**src/rtl/pdse_pkg.sv**
```systemverilog
// shared constants and types for the pulse distance sample encoder
package pdse_pkg;

  // register indexes on the configuration port
  localparam logic [1:0] CfgHighUs    = 2'd0;
  localparam logic [1:0] CfgZeroLowUs = 2'd1;
  localparam logic [1:0] CfgOneLowUs  = 2'd2;

  // register reset values
  localparam logic [7:0] HighUsReset    = 8'd2;
  localparam logic [7:0] ZeroLowUsReset = 8'd3;
  localparam logic [7:0] OneLowUsReset  = 8'd8;

  // temperature side word
  localparam logic [15:0] WordMark     = 16'h0E00;
  localparam logic [4:0]  WordBits     = 5'd16;
  localparam logic [4:0]  BitCountInit = 5'd17;

  // frame layout: 9 bits, two segments each, one closing pulse
  localparam int unsigned FrameBits = 9;
  localparam logic [4:0]  LastSeg   = 5'd18;

  // one line segment
  typedef struct packed {
    logic       level;
    logic [7:0] duration;
    logic       last;
  } seg_t;

endpackage

```
**src/rtl/pulse_distance_sample_encoder_unit.sv**
```systemverilog
// pulse distance sample encoder: one sample in, nineteen line segments out
// an item's first segment goes from the frame register into the output register
// the output register gives one segment per cycle while the receiver is ready;
// the next item is taken while the closing segment of the previous one is loaded
// reset: registers return to 2/3/8, the side word reloads on the first item,
// and the frame and output registers come up empty
module pulse_distance_sample_encoder_unit import pdse_pkg::*; (
  input  logic        clk_i,
  input  logic        rst_ni,
  // input items
  input  logic        s_axis_tvalid,
  output logic        s_axis_tready,
  input  logic [23:0] s_axis_tdata,   // [11:0] sample, [19:12] temperature, [23:20] zero
  // result items
  output logic        m_axis_tvalid,
  input  logic        m_axis_tready,
  output logic [15:0] m_axis_tdata,   // [0] level, [8:1] duration, [15:9] zero
  output logic        m_axis_tlast,   // last
  // configuration writes
  input  logic        cfg_valid_i,
  output logic        cfg_ready_o,
  input  logic [1:0]  cfg_index_i,
  input  logic [7:0]  cfg_data_i
);

  logic [7:0] high_us_q, zero_low_us_q, one_low_us_q;
  logic [4:0] cnt_q, cnt_d;
  logic [15:0] temp_q, temp_d;
  logic [15:0] word;

  logic                 cur_valid_q, cur_valid_d;
  logic [FrameBits-1:0] cur_bits_q, cur_bits_d;
  logic [4:0]           seg_q, seg_d;

  logic out_valid_q, out_valid_d;
  seg_t out_q, out_d;

  logic adv, finish, accept;

  // configuration registers
  assign cfg_ready_o = 1'b1;

  always_ff @(posedge clk_i or negedge rst_ni) begin
    if (!rst_ni) begin
      high_us_q     <= HighUsReset;
      zero_low_us_q <= ZeroLowUsReset;
      one_low_us_q  <= OneLowUsReset;
    end else if (cfg_valid_i) begin
      case (cfg_index_i)
        CfgHighUs:    high_us_q     <= cfg_data_i;
        CfgZeroLowUs: zero_low_us_q <= cfg_data_i;
        CfgOneLowUs:  one_low_us_q  <= cfg_data_i;
        default: ;
      endcase
    end
  end

  // handshake control
  assign adv           = cur_valid_q && (!out_valid_q || m_axis_tready);
  assign finish        = adv && (seg_q == LastSeg);
  assign s_axis_tready = !cur_valid_q || finish;
  assign accept        = s_axis_tvalid && s_axis_tready;

  // side word reload and shift on each accepted item
  always_comb begin
    if (cnt_q >= WordBits) begin
      word  = WordMark | {8'd0, s_axis_tdata[19:12]};
      cnt_d = 5'd1;
    end else begin
      word  = temp_q;
      cnt_d = cnt_q + 5'd1;
    end
    temp_d = {word[14:0], 1'b0};
  end

  always_ff @(posedge clk_i or negedge rst_ni) begin
    if (!rst_ni) begin
      cnt_q  <= BitCountInit;
      temp_q <= '0;
    end else if (accept) begin
      cnt_q  <= cnt_d;
      temp_q <= temp_d;
    end
  end

  // frame register: bits go out MSB first from the top of a shift register
  always_comb begin
    cur_valid_d = cur_valid_q;
    cur_bits_d  = cur_bits_q;
    seg_d       = seg_q;
    if (adv) begin
      seg_d = seg_q + 5'd1;
      if (seg_q[0]) begin
        cur_bits_d = {cur_bits_q[FrameBits-2:0], 1'b0};
      end
      if (finish) begin
        cur_valid_d = 1'b0;
      end
    end
    if (accept) begin
      cur_valid_d = 1'b1;
      cur_bits_d  = {s_axis_tdata[11:4], word[15]};
      seg_d       = '0;
    end
  end

  always_ff @(posedge clk_i or negedge rst_ni) begin
    if (!rst_ni) begin
      cur_valid_q <= 1'b0;
      seg_q       <= '0;
    end else begin
      cur_valid_q <= cur_valid_d;
      seg_q       <= seg_d;
    end
  end

  always_ff @(posedge clk_i) begin
    cur_bits_q <= cur_bits_d;
  end

  // segment builder: even segments are high pulses, odd ones encode a bit
  always_comb begin
    out_d.last = (seg_q == LastSeg);
    if (seg_q[0]) begin
      out_d.level    = 1'b0;
      out_d.duration = cur_bits_q[FrameBits-1] ? one_low_us_q : zero_low_us_q;
    end else begin
      out_d.level    = 1'b1;
      out_d.duration = high_us_q;
    end
  end

  // output register
  assign out_valid_d = adv || (out_valid_q && !m_axis_tready);

  always_ff @(posedge clk_i or negedge rst_ni) begin
    if (!rst_ni) begin
      out_valid_q <= 1'b0;
    end else begin
      out_valid_q <= out_valid_d;
    end
  end

  always_ff @(posedge clk_i) begin
    if (adv) begin
      out_q <= out_d;
    end
  end

  assign m_axis_tvalid = out_valid_q;
  assign m_axis_tdata  = {7'd0, out_q.duration, out_q.level};
  assign m_axis_tlast  = out_q.last;

endmodule

```
**config.mk**
```make
export PLATFORM = sky130hd
export DESIGN_NAME = pulse_distance_sample_encoder_unit
export DESIGN_NICKNAME = d
export VERILOG_FILES = /design/src/rtl/pdse_pkg.sv /design/src/rtl/pulse_distance_sample_encoder_unit.sv
export SDC_FILE = /design/constraint.sdc
export NUM_CORES = 1
export LEC_CHECK = 0
export ABC_AREA = 1
export ABC_CLOCK_PERIOD_IN_PS = 2900
export BUFFER_PORTS_ARGS = -buffer_cell sky130_fd_sc_hd__buf_2
export CORE_AREA = 2 2 99 101
export CTS_CLUSTER_SIZE = 28
export DETAILED_ROUTE_END_ITERATION = 8
export DIE_AREA = 0 0 101 103
export GPL_TIMING_DRIVEN = 1
export PLACE_DENSITY = 0.51
export SLEW_MARGIN = 15
export SYNTH_ARGS = -nofsm -noshare
export SYNTH_HDL_FRONTEND = slang
export SYNTH_SLANG_ARGS = --single-unit
```
**constraint.sdc**
```tcl
create_clock -name clk_i -period 2.9 [get_ports clk_i]
set_input_delay 0.145 -clock clk_i [delete_from_list [all_inputs] [get_ports clk_i]]
set_output_delay 0.145 -clock clk_i [all_outputs]
set_load 0.005 [all_outputs]
```
==> impl_metrics.ini, run 1 <==
[global_route]
antenna_found_initial = 0
grt_max_degree = 29
overflow = 0
grt_usage = 0.137
grt_pass1_vias = 2270
grt_use_met2 = 0.227
grtUsageMet1 = 0.171
grt_busiest_layer = met2
grt_pass1_wl_mm = 10.9
use_met3 = 0.0346

[cts]
htree_levels = 3
root_buffer = clkbuf_8
clk_pin_slew_worst_paths_ns = 0.08
cts.sinks = 70
clock_latency_ns = 0.34
post_cts_buffers = 0
clk_path_buf_depth = 2
tritoncts = built
cts_buffers = 9

[critical_path]
rrSetupSlack_ns = 1.11
worstPathArrival_ns = 1.77
worstSetupEndpointType = register
cp-startpoint = seg_q[0]
worstPathRequired_ns = 2.88
cp_top_family = simple AND/OR/NAND/NOR gates
path_max_fanout = 16
timing.rr.start = seg_q[0]
criticalPathCategory = reg -> reg
worst-path-buf-inv = 2
cp.depth = 8
path_cells = clkinv_1, ha_1, nand2_1, clkinv_1, nand3_2, nand2_4, nand2_8, nand2_1
crit_path_end = cur_bits_q[8]
cpMaxStageDelayCell = dfrtp_1
critical-path-max-stage-delay_ns = 0.38
r2r_end = cur_bits_q[8]
reg2reg_depth = 8
cp-start-kind = register

[yosys]
synth_ff_type = dfrtp_1
synth_top_cell_area_share = 0.350
syn_area_mm2 = 0.00322
yosysTopAreaCell = dfrtp_1
synth.distinct_cells = 32
synthTopCellsByArea = dfrtp_1 (35%), edfxtp_1 (18%), nand2_1 (16%)
yosysMostFrequentCell = nand2_1
async_reset_ff_frac = 0.729
synthTopCellsByCount = nand2_1 (135), dfrtp_1 (45), o21ai_0 (40), inv_1 (20), edfxtp_1 (19)
yosysSeqAreaShare = 0.576
ys_ff_latch = 70
yosys_warnings = 0
netlist_instances = 349
synth.avg_cell_area_um2 = 9.23
synth_edf_count = 19

[sta]
relSlewSlack = 0.579
final_hold_viol_count = 0
layout_setup_ws_ns = 1.11
drv_slew = 0
fin_setup_tns_ns = 0
post-route-period-util = 0.617
rsz0062_at_grt = false
timing.fmax_ghz = 0.559
period_minus_slack_ns = 1.79
worst_pin_slew_ns = 0.631
finalSetupViolations = 0
skew_ns = 0.0101

[min_path]
min-delay-start = cfg_data_i[1]
hp-class = in -> reg

[detailed_routing]
post-route-drc-count = 0
post_drt_wl_per_cell_um = 12.4
drt_first_pass_iters = 4
finalWirelength_mm = 6.36
ant_nets = 0
drt_iter0_drc = 118
vias = 2341
routed_via_density = 4.55

[placed_design]
post-place-ws_ns = 1.07
dp_hpwl_mm = 4.12
place_congestion = 0.751
io_buffers = 42
post_dp_cell_area_mm2 = 0.00349

[finish]
finalCoreUtilization = 0.392
final_area_mm2 = 0.00371
layout-drive-gt1-share = 0.230
n_fill_cell = 980
area_growth_syn_to_layout_pct = 15.0
nNetsFinal = 438
insertedDiodeCount = 0

[die]
io_pins = 59
dieArea_mm2 = 0.0104
start_util = 0.341
rows = 36
core-area_mm2 = 0.00946
die_x_um = 101
die_h_um = 103

[pwr]
ir_worst_vdd_uv = 258
powerDensity_mw_per_mm2 = 766
power_leakage_nw = 1.80
total_power_mw = 2.84

[status]
status = finished, final reports clean

[job]
maxCapViolCount = 0
metrics by stage:
| step | cells | hold WS (ns) |
|---|---|---|
| floorplan | 355 | -0.151 |
| global placement | 497 | 0.212 |
| detailed placement | 497 | 0.222 |
| CTS | 514 | 0.0379 |
| global route | 514 | 0.0322 |
| finish | 514 | 0.0587 |
worst min-delay path by stage:
stage / end / slack [ns] / cells after the start
detailed placement: zero_low_us_q[3] / 0.22 / 1
floorplan: cnt_q[1] / -0.15 / 0
global route: zero_low_us_q[1] / 0.03 / 3
global placement: high_us_q[3] / 0.21 / 1
CTS: zero_low_us_q[1] / 0.04 / 3
finish: zero_low_us_q[1] / 0.06 / 3
tightest hold or removal path: stages:
cell and delay (ns):
buf_2 0.10, inv_1 0.07, o21ai_0 0.09
per-layer routing:
| metal | routed length, µm | up-vias | part of all wire |
|---|---|---|---|
| li1 | - | 1191 | - |
| met3 | 206 | 4 | 0.032 |
| met2 | 3140 | 43 | 0.49 |
| met1 | 2950 | 1103 | 0.46 |
| met4 | 65 | 0 | 0.010 |
| met5 | 0 | - | 0 |
final cells by class:
class                           instances  area (µm²)  share of cell area
Timing Repair Buffer                   48         258              0.0695
Clock buffer                            9         124              0.0334
Sequential cell                        70        1850               0.500
Clock inverter                          7        81.3              0.0219
Inverter                               24        90.1              0.0243
Tap cell                              114         143              0.0385
Multi-Input combinational cell        242        1160               0.312
cell usage in the layout (no fill, tap or decap):
master and instances:
nand2_1 135, dfrtp_1 45, buf_2 42, o21ai_0 40, inv_1 20, edfxtp_1 19
nor2_1 18, o21ai_2 12, clkbuf_8 9, conb_1 8, nand3_1 6, dfstp_2 6
buf_4 5, nand4_1 4, ha_1 4, clkinv_4 3, clkinv_1 2, inv_2 2
a21oi_4 2, nand2_2 2, inv_6 2, nor3_1 1, nor2_2 1, nand3_2 1
nand2_4 1, nand2_8 1, o21bai_1 1, xor2_1 1, a31oi_1 1, a31o_2 1
o21ai_1 1, o211ai_1 1, clkinvlp_4 1, bufinv_16 1, dlygate4sd3_1 1
repair_timing:
action,CTS,global route
hold endpoints to repair,23,0
hold buffers,1,0
gates resized for setup,0,0
state kept, by name, summed over array words and instances (netlist names):
| name | flops |
|---|---|
| m_axis_tdata | 9 |
| seg_q | 5 |
| high_us_q | 8 |
| one_low_us_q | 8 |
| temp_q | 15 |
| m_axis_tlast | 1 |
| zero_low_us_q | 8 |
| cur_bits_q | 9 |
| cnt_q | 5 |
| m_axis_tvalid | 1 |
| cur_valid_q | 1 |
cell families (layout without fill, tap and decap cells):
kind of cell    Yosys count  in the layout  synth area share
fa+ha+maj                 4              4            0.0155
simple gates            170            170             0.216
compound gates           59             59             0.116
flops                    70             70             0.576
xor+xnor                  1              1           0.00272
other cells               2              8           0.00233
buf+inv                  43             88            0.0726
report_power, final:
part	internal (mW)	switching [mW]	leakage (nW)	total, mW
combinational	0.250	0.330	0.900	0.580
clock	0.407	0.396	0.100	0.803
sequential	1.29	0.170	0.798	1.46
(Power assumes the default switching activity.)
==> inputs of run 2 (changes only) <==
--- a/config.mk
+++ b/config.mk
@@ -6,14 +6,14 @@
 export NUM_CORES = 1
 export LEC_CHECK = 0
 export ABC_AREA = 1
-export ABC_CLOCK_PERIOD_IN_PS = 2900
+export ABC_CLOCK_PERIOD_IN_PS = 1600
 export BUFFER_PORTS_ARGS = -buffer_cell sky130_fd_sc_hd__buf_2
 export CORE_AREA = 2 2 99 101
 export CTS_CLUSTER_SIZE = 28
 export DETAILED_ROUTE_END_ITERATION = 8
 export DIE_AREA = 0 0 101 103
 export GPL_TIMING_DRIVEN = 1
-export PLACE_DENSITY = 0.51
+export PLACE_DENSITY = 0.53
 export SLEW_MARGIN = 15
 export SYNTH_ARGS = -nofsm -noshare
 export SYNTH_HDL_FRONTEND = slang
==> constraint.sdc (replaced) <==
create_clock -name clk_i -period 1.6 [get_ports clk_i]
set_input_delay 0.08 -clock clk_i [delete_from_list [all_inputs] [get_ports clk_i]]
set_output_delay 0.08 -clock clk_i [all_outputs]
set_load 0.005 [all_outputs]
==> run 2 against run 1 <==
Net effect:
- via count rose by 2.8%
- critical path type is now reg -> out
- flip-flop and latch count did not move
- global-route usage fell by 0.22 points
- critical path depth fell by 1
- sequential share of layout area fell by 2.5 points
- highest routed layer unchanged
- wire length rose by 0.27%
- non-clock buffer count rose by 17
- worst setup slack got worse by 1.0 ns
- core utilization rose by 2.1 points
==> impl_metrics.ini, run 2 (same netlist as run 1, synthesis figures left out) <==
[status]
status = finished, final reports clean

[detailed_routing]
post_drt_wl_per_cell_um = 12.0
finalWirelength_mm = 6.37
ant_nets = 0
vias = 2406
wl_met1_mm = 2.98
routed_via_density = 4.53
drt_iter0_drc = 86
post-route-drc-count = 0
route.met3.wl_um = 230
route.met2.wl_mm = 3.05
drt_first_pass_iters = 4
top_layer = met4

[cts]
clk_pin_slew_worst_paths_ns = 0.07
tritoncts = built
clock_latency_ns = 0.34
clk_path_buf_depth = 2
root_buffer = clkbuf_8
htree_levels = 3
cts_buffers = 9
cts.sinks = 70

[critical_path]
path_max_fanout = 4
timing.rr.start = seg_q[0]
cp-startpoint = seg_q[0]
crit_path_end = s_axis_tready
worstSetupEndpointType = output port
worstPathArrival_ns = 1.43
cp-start-kind = register
rrSetupSlack_ns = 0.10
r2r_end = cnt_q[1]
criticalPathCategory = reg -> out
reg2reg_depth = 10
worstPathRequired_ns = 1.52

[finish]
stdcell_count = 531
n_fill_cell = 963
nNetsFinal = 455
area_growth_syn_to_layout_pct = 21.2
layout-drive-gt1-share = 0.249
layout_common_cells = nand2_1 (133), dfrtp_1 (45), buf_2 (42)
insertedDiodeCount = 0
ff_latch_area_mm2 = 0.00185
multi_input_area_mm2 = 0.00117
largest_register = temp_q
final_area_mm2 = 0.00390
mostFrequentLayoutCell = nand2_1
largest_register_ffs = 15
finalCoreUtilization = 0.413

[pwr]
power_leakage_nw = 1.90
powerDensity_mw_per_mm2 = 1320
ir_worst_vdd_uv = 617
total_power_mw = 5.16

[placed_design]
post-place-ws_ns = 0.0129
io_buffers = 42
place_congestion = 0.743
post_dp_cell_area_mm2 = 0.00358
place_inst = 503
dp_hpwl_mm = 4.01

[sta]
post-route-period-util = 0.943
worst_pin_slew_ns = 0.554
finalSetupViolations = 0
hold_ws_ns = 0.00571
drv_slew = 0
timing.fmax_ghz = 0.662
skew_ns = 0.00669
rsz0062_at_grt = true
fin_setup_tns_ns = 0
period_minus_slack_ns = 1.51
layout_setup_ws_ns = 0.0905
relSlewSlack = 0.629
final_hold_viol_count = 0

[die]
dieArea_mm2 = 0.0104
rows = 36
io_pins = 59
die_x_um = 101
die_h_um = 103
core-area_mm2 = 0.00946
start_util = 0.341

[min_path]
hp-class = in -> reg

[global_route]
antenna_found_initial = 0
grt_pass1_vias = 2270
grt_usage = 0.134
grt_pass1_wl_mm = 10.7
overflow = 0
grt_max_degree = 52

[job]
maxCapViolCount = 0
## run 2: where the power goes
| part | leakage, nW | internal (mW) | switching, mW |
|---|---|---|---|
| Clock | 0.0884 | 0.709 | 0.651 |
| Sequential | 0.798 | 2.33 | 0.254 |
| Combinational | 1.02 | 0.538 | 0.676 |
## run 2: worst min path at each step
stage | slack (ns) | from | to | cells after the start
floorplan | -0.22 | rst_ni | cnt_q[1] | 0
global placement | 0.1 | rst_ni | high_us_q[3] | 2
detailed placement | 0.1 | rst_ni | high_us_q[3] | 2
CTS | 0.0008 | s_axis_tdata[5] | cur_bits_q[2] | 3
global route | 0.002 | s_axis_tdata[6] | cur_bits_q[3] | 3
finish | 0.006 | s_axis_tdata[5] | cur_bits_q[2] | 3
## run 2: per-layer routing
layer	global-route usage	vias to the layer above
met1	0.165	1136
li1	-	1225
met5	0	-
met4	0.0530	0
met3	0.0380	10
met2	0.226	35
## run 2: repair_timing
action	4_1_cts	5_1_grt
buffers inserted	0	5
hold buffers	5	1
hold endpoints to repair	54	1
gates resized for setup	0	5
setup endpoints to repair	0	38
## run 2: final cells by class
| type | count | share of cell area |
|---|---|---|
| clock buffer | 11 | 0.0337 |
| clock inverter | 5 | 0.0128 |
| inverter | 24 | 0.0234 |
| multi-input combinational | 242 | 0.301 |
| sequential | 70 | 0.475 |
| tap | 114 | 0.0365 |
| timing repair buffer | 65 | 0.118 |
## run 2: worst max-delay path: stages, from the launching register on
cell	delay [ns]
dfrtp_1	0.39
clkinv_2	0.05
ha_1	0.16
nand2_2	0.07
inv_2	0.07
nand3_4	0.09
nand2_4	0.12
buf_2	0.14
==> inputs of run 3 (changes only) <==
--- a/config.mk
+++ b/config.mk
@@ -5,13 +5,13 @@
 export SDC_FILE = /design/constraint.sdc
 export NUM_CORES = 1
 export LEC_CHECK = 0
-export ABC_AREA = 1
+export ABC_AREA = 0
 export ABC_CLOCK_PERIOD_IN_PS = 1600
 export BUFFER_PORTS_ARGS = -buffer_cell sky130_fd_sc_hd__buf_2
-export CORE_AREA = 2 2 99 101
+export CORE_AREA = 2 2 97 99
 export CTS_CLUSTER_SIZE = 28
 export DETAILED_ROUTE_END_ITERATION = 8
-export DIE_AREA = 0 0 101 103
+export DIE_AREA = 0 0 99 101
 export GPL_TIMING_DRIVEN = 1
 export PLACE_DENSITY = 0.53
 export SLEW_MARGIN = 15
==> constraint.sdc (replaced) <==
create_clock -name clk_i -period 1.6 [get_ports clk_i]
set_input_delay 0.08 -clock clk_i [delete_from_list [all_inputs] [get_ports clk_i]]
set_output_delay 0.08 -clock clk_i [all_outputs]
set_load 0.1 [all_outputs]
==> run 3 against run 2 <==
Net effect:
- the flow now finishes with violations (setup timing)
- wire length down 10%
- final cell count down 20%
- combinational power grew 81%
- register-to-register slack worse by 0.22 ns
- largest power group unchanged
- highest routed layer unchanged
==> impl_metrics.ini, run 3 <==
[yosys]
syn_area_mm2 = 0.00309
synthTopCellsByArea = dfrtp_1 (36%), edfxtp_1 (18%), mux2_2 (12%)
synth_ff_type = dfrtp_1
synth_top_cell_area_share = 0.365
netlist_instances = 247
synth_edf_count = 19
yosysMostFrequentCell = dfrtp_1
yosysSeqAreaShare = 0.600
synth.avg_cell_area_um2 = 12.5
synthTopCellsByCount = dfrtp_1 (45), mux2_2 (32), nand2_1 (23), edfxtp_1 (19), o21ai_0 (18)
async_reset_ff_frac = 0.729
synth.distinct_cells = 32
yosysTopAreaCell = dfrtp_1
ys_ff_latch = 70
yosys_warnings = 0

[critical_path]
worstSetupEndpointType = register
cp-start-kind = register
rrSetupSlack_ns = -0.12
worstPathRequired_ns = 1.69
path_cells = inv_2, ha_2, and4bb_4, a31oi_4, buf_12, mux2_4
r2r_end = cur_bits_q[8]
timing.rr.start = seg_q[0]
critical-path-max-stage-delay_ns = 0.39
reg2reg_depth = 6
cp-startpoint = seg_q[0]
cp_top_family = flip-flops
cpMaxStageDelayCell = dfrtp_1
worst-path-buf-inv = 2
worstPathArrival_ns = 1.80
criticalPathCategory = reg -> reg
path_max_fanout = 15

[global_route]
grt_pass1_vias = 1977
antenna_found_initial = 0
grt_usage = 0.127
overflow = 0
grt_pass1_wl_mm = 9.85
grt_max_degree = 40

[die]
die_x_um = 99
start_util = 0.344
rows = 35
dieArea_mm2 = 0.0100
die_h_um = 101
io_pins = 59
core-area_mm2 = 0.00898

[finish]
largest_register = temp_q
layout_common_cells = dfrtp_1 (44), buf_2 (41), mux2_2 (24)
stdcell_count = 427
insertedDiodeCount = 0
finalCoreUtilization = 0.432
area_growth_syn_to_layout_pct = 25.7
mostFrequentLayoutCell = dfrtp_1
layout-drive-gt1-share = 0.380
largest_register_ffs = 15
nNetsFinal = 354

[cts]
tritoncts = built
cts.sinks = 70
root_buffer = clkbuf_8
clk_path_buf_depth = 2
clk_pin_slew_worst_paths_ns = 0.08
htree_levels = 3
cts_buffers = 9
clock_latency_ns = 0.34

[status]
violations = setup timing
status = finished with violations

[pwr]
power_leakage_nw = 1.71
powerDensity_mw_per_mm2 = 1660
ir_worst_vdd_uv = 466

[sta]
relSlewSlack = 0.654
skew_ns = 0.00884
period_minus_slack_ns = 1.72
final_hold_viol_count = 0
drv_slew = 0
finalSetupViolations = 17
fin_setup_tns_ns = -1.15
layout_setup_ws_ns = -0.115
timing.fmax_ghz = 0.583
worst_pin_slew_ns = 0.517
post-route-period-util = 1.07
rsz0062_at_grt = true

[placed_design]
place_inst = 399
post-place-ws_ns = -0.116
io_buffers = 42
place_congestion = 0.720
dp_hpwl_mm = 3.73

[min_path]
hp-class = in -> reg
min_to = temp_q[5]
min-delay-start = s_axis_tdata[16]
min_path_cells = 3

[detailed_routing]
post_drt_wl_per_cell_um = 13.4
finalWirelength_mm = 5.73
routed_via_density = 4.61
drt_iter0_drc = 39
drt_first_pass_iters = 5
vias = 1968
post-route-drc-count = 0
ant_nets = 0

[job]
maxCapViolCount = 0
==> run 3: cell count changes after synthesis, sizes merged, moves of 2 or more <==
cell    change
nand3b      +3
nand2b      +8
mux2       +32
o21ai      -35
nor3b       +2
mux2i      +15
nand2     -116
and3        +2
nor2        -5
clkinv      -2
nand4       -4
inv        -19
a21oi      +11
xor2        +2
==> run 3: worst max path at each step <==
stage                     to  slack, ns  cells after the start
5_1_grt             cnt_q[3]      -0.16                      7
3_5_place_dp   cur_bits_q[8]      -0.12                      6
2_1_floorplan  cur_bits_q[1]      -0.39                      8
6_report       cur_bits_q[8]      -0.12                      6
4_1_cts        cur_bits_q[8]      -0.14                      6
3_3_place_gp   cur_bits_q[7]       -0.1                      6
==> run 3: cells by family (layout without fill, tap and decap cells) <==
group | after synthesis | after routing | share of synthesized area
flops | 70 | 70 | 0.600
simple gates | 64 | 64 | 0.102
mux | 47 | 47 | 0.165
compound gates | 34 | 34 | 0.0624
buf+inv | 22 | 85 | 0.0397
fa+ha+maj | 4 | 4 | 0.0162
xor+xnor | 4 | 4 | 0.0113
other cells | 2 | 8 | 0.00243
==> run 3: through the flow <==
step | instance area [µm²] | total power, mW | hold slack [ns]
floorplan | 3200 | 4.61 | -0.216
global placement | 3550 | 4.98 | -0.00522
detailed placement | 3550 | 5.04 | -0.00161
CTS | 3860 | 6.52 | 0.0247
global route | 3880 | 6.88 | 0.0274
finish | 3880 | 6.45 | 0.0240
==> run 3: timing repair <==
action | CTS | global route
cloned | 0 | 0
hold buffers | 10 | 0
setup buffers | 1 | 1
pin swaps | 0 | 3
endpoints found under the hold margin | 67 | 0
setup endpoints to repair | 25 | 38
resized for setup | 3 | 9
==> run 3: worst min-delay path, stage by stage <==
cell     delay, ns
buf_2         0.08
mux2i_1       0.06
o21ai_1       0.11
==> run 3: where the power goes <==
group / switching [mW] / internal, mW / total [mW]
registers: 0.346 / 2.49 / 2.84
clock network: 0.694 / 0.726 / 1.42
logic: 1.38 / 0.810 / 2.19
==> run 3: cell type report <==
| class | instances | area [µm²] |
|---|---|---|
| Inverter | 3 | 11.3 |
| Tap cell | 111 | 139 |
| Clock inverter | 7 | 71.3 |
| Sequential cell | 70 | 1860 |
| Timing Repair Buffer | 66 | 472 |
| Fill cell | 830 | 5090 |
| Multi-Input combinational cell | 161 | 1210 |
| Clock buffer | 9 | 124 |
==> run 3: layer usage <==
metal  part of all wire  track usage
met2               0.44        0.183
met5                  0            0
met4              0.017       0.0537
met1               0.50        0.178
met3              0.045       0.0388
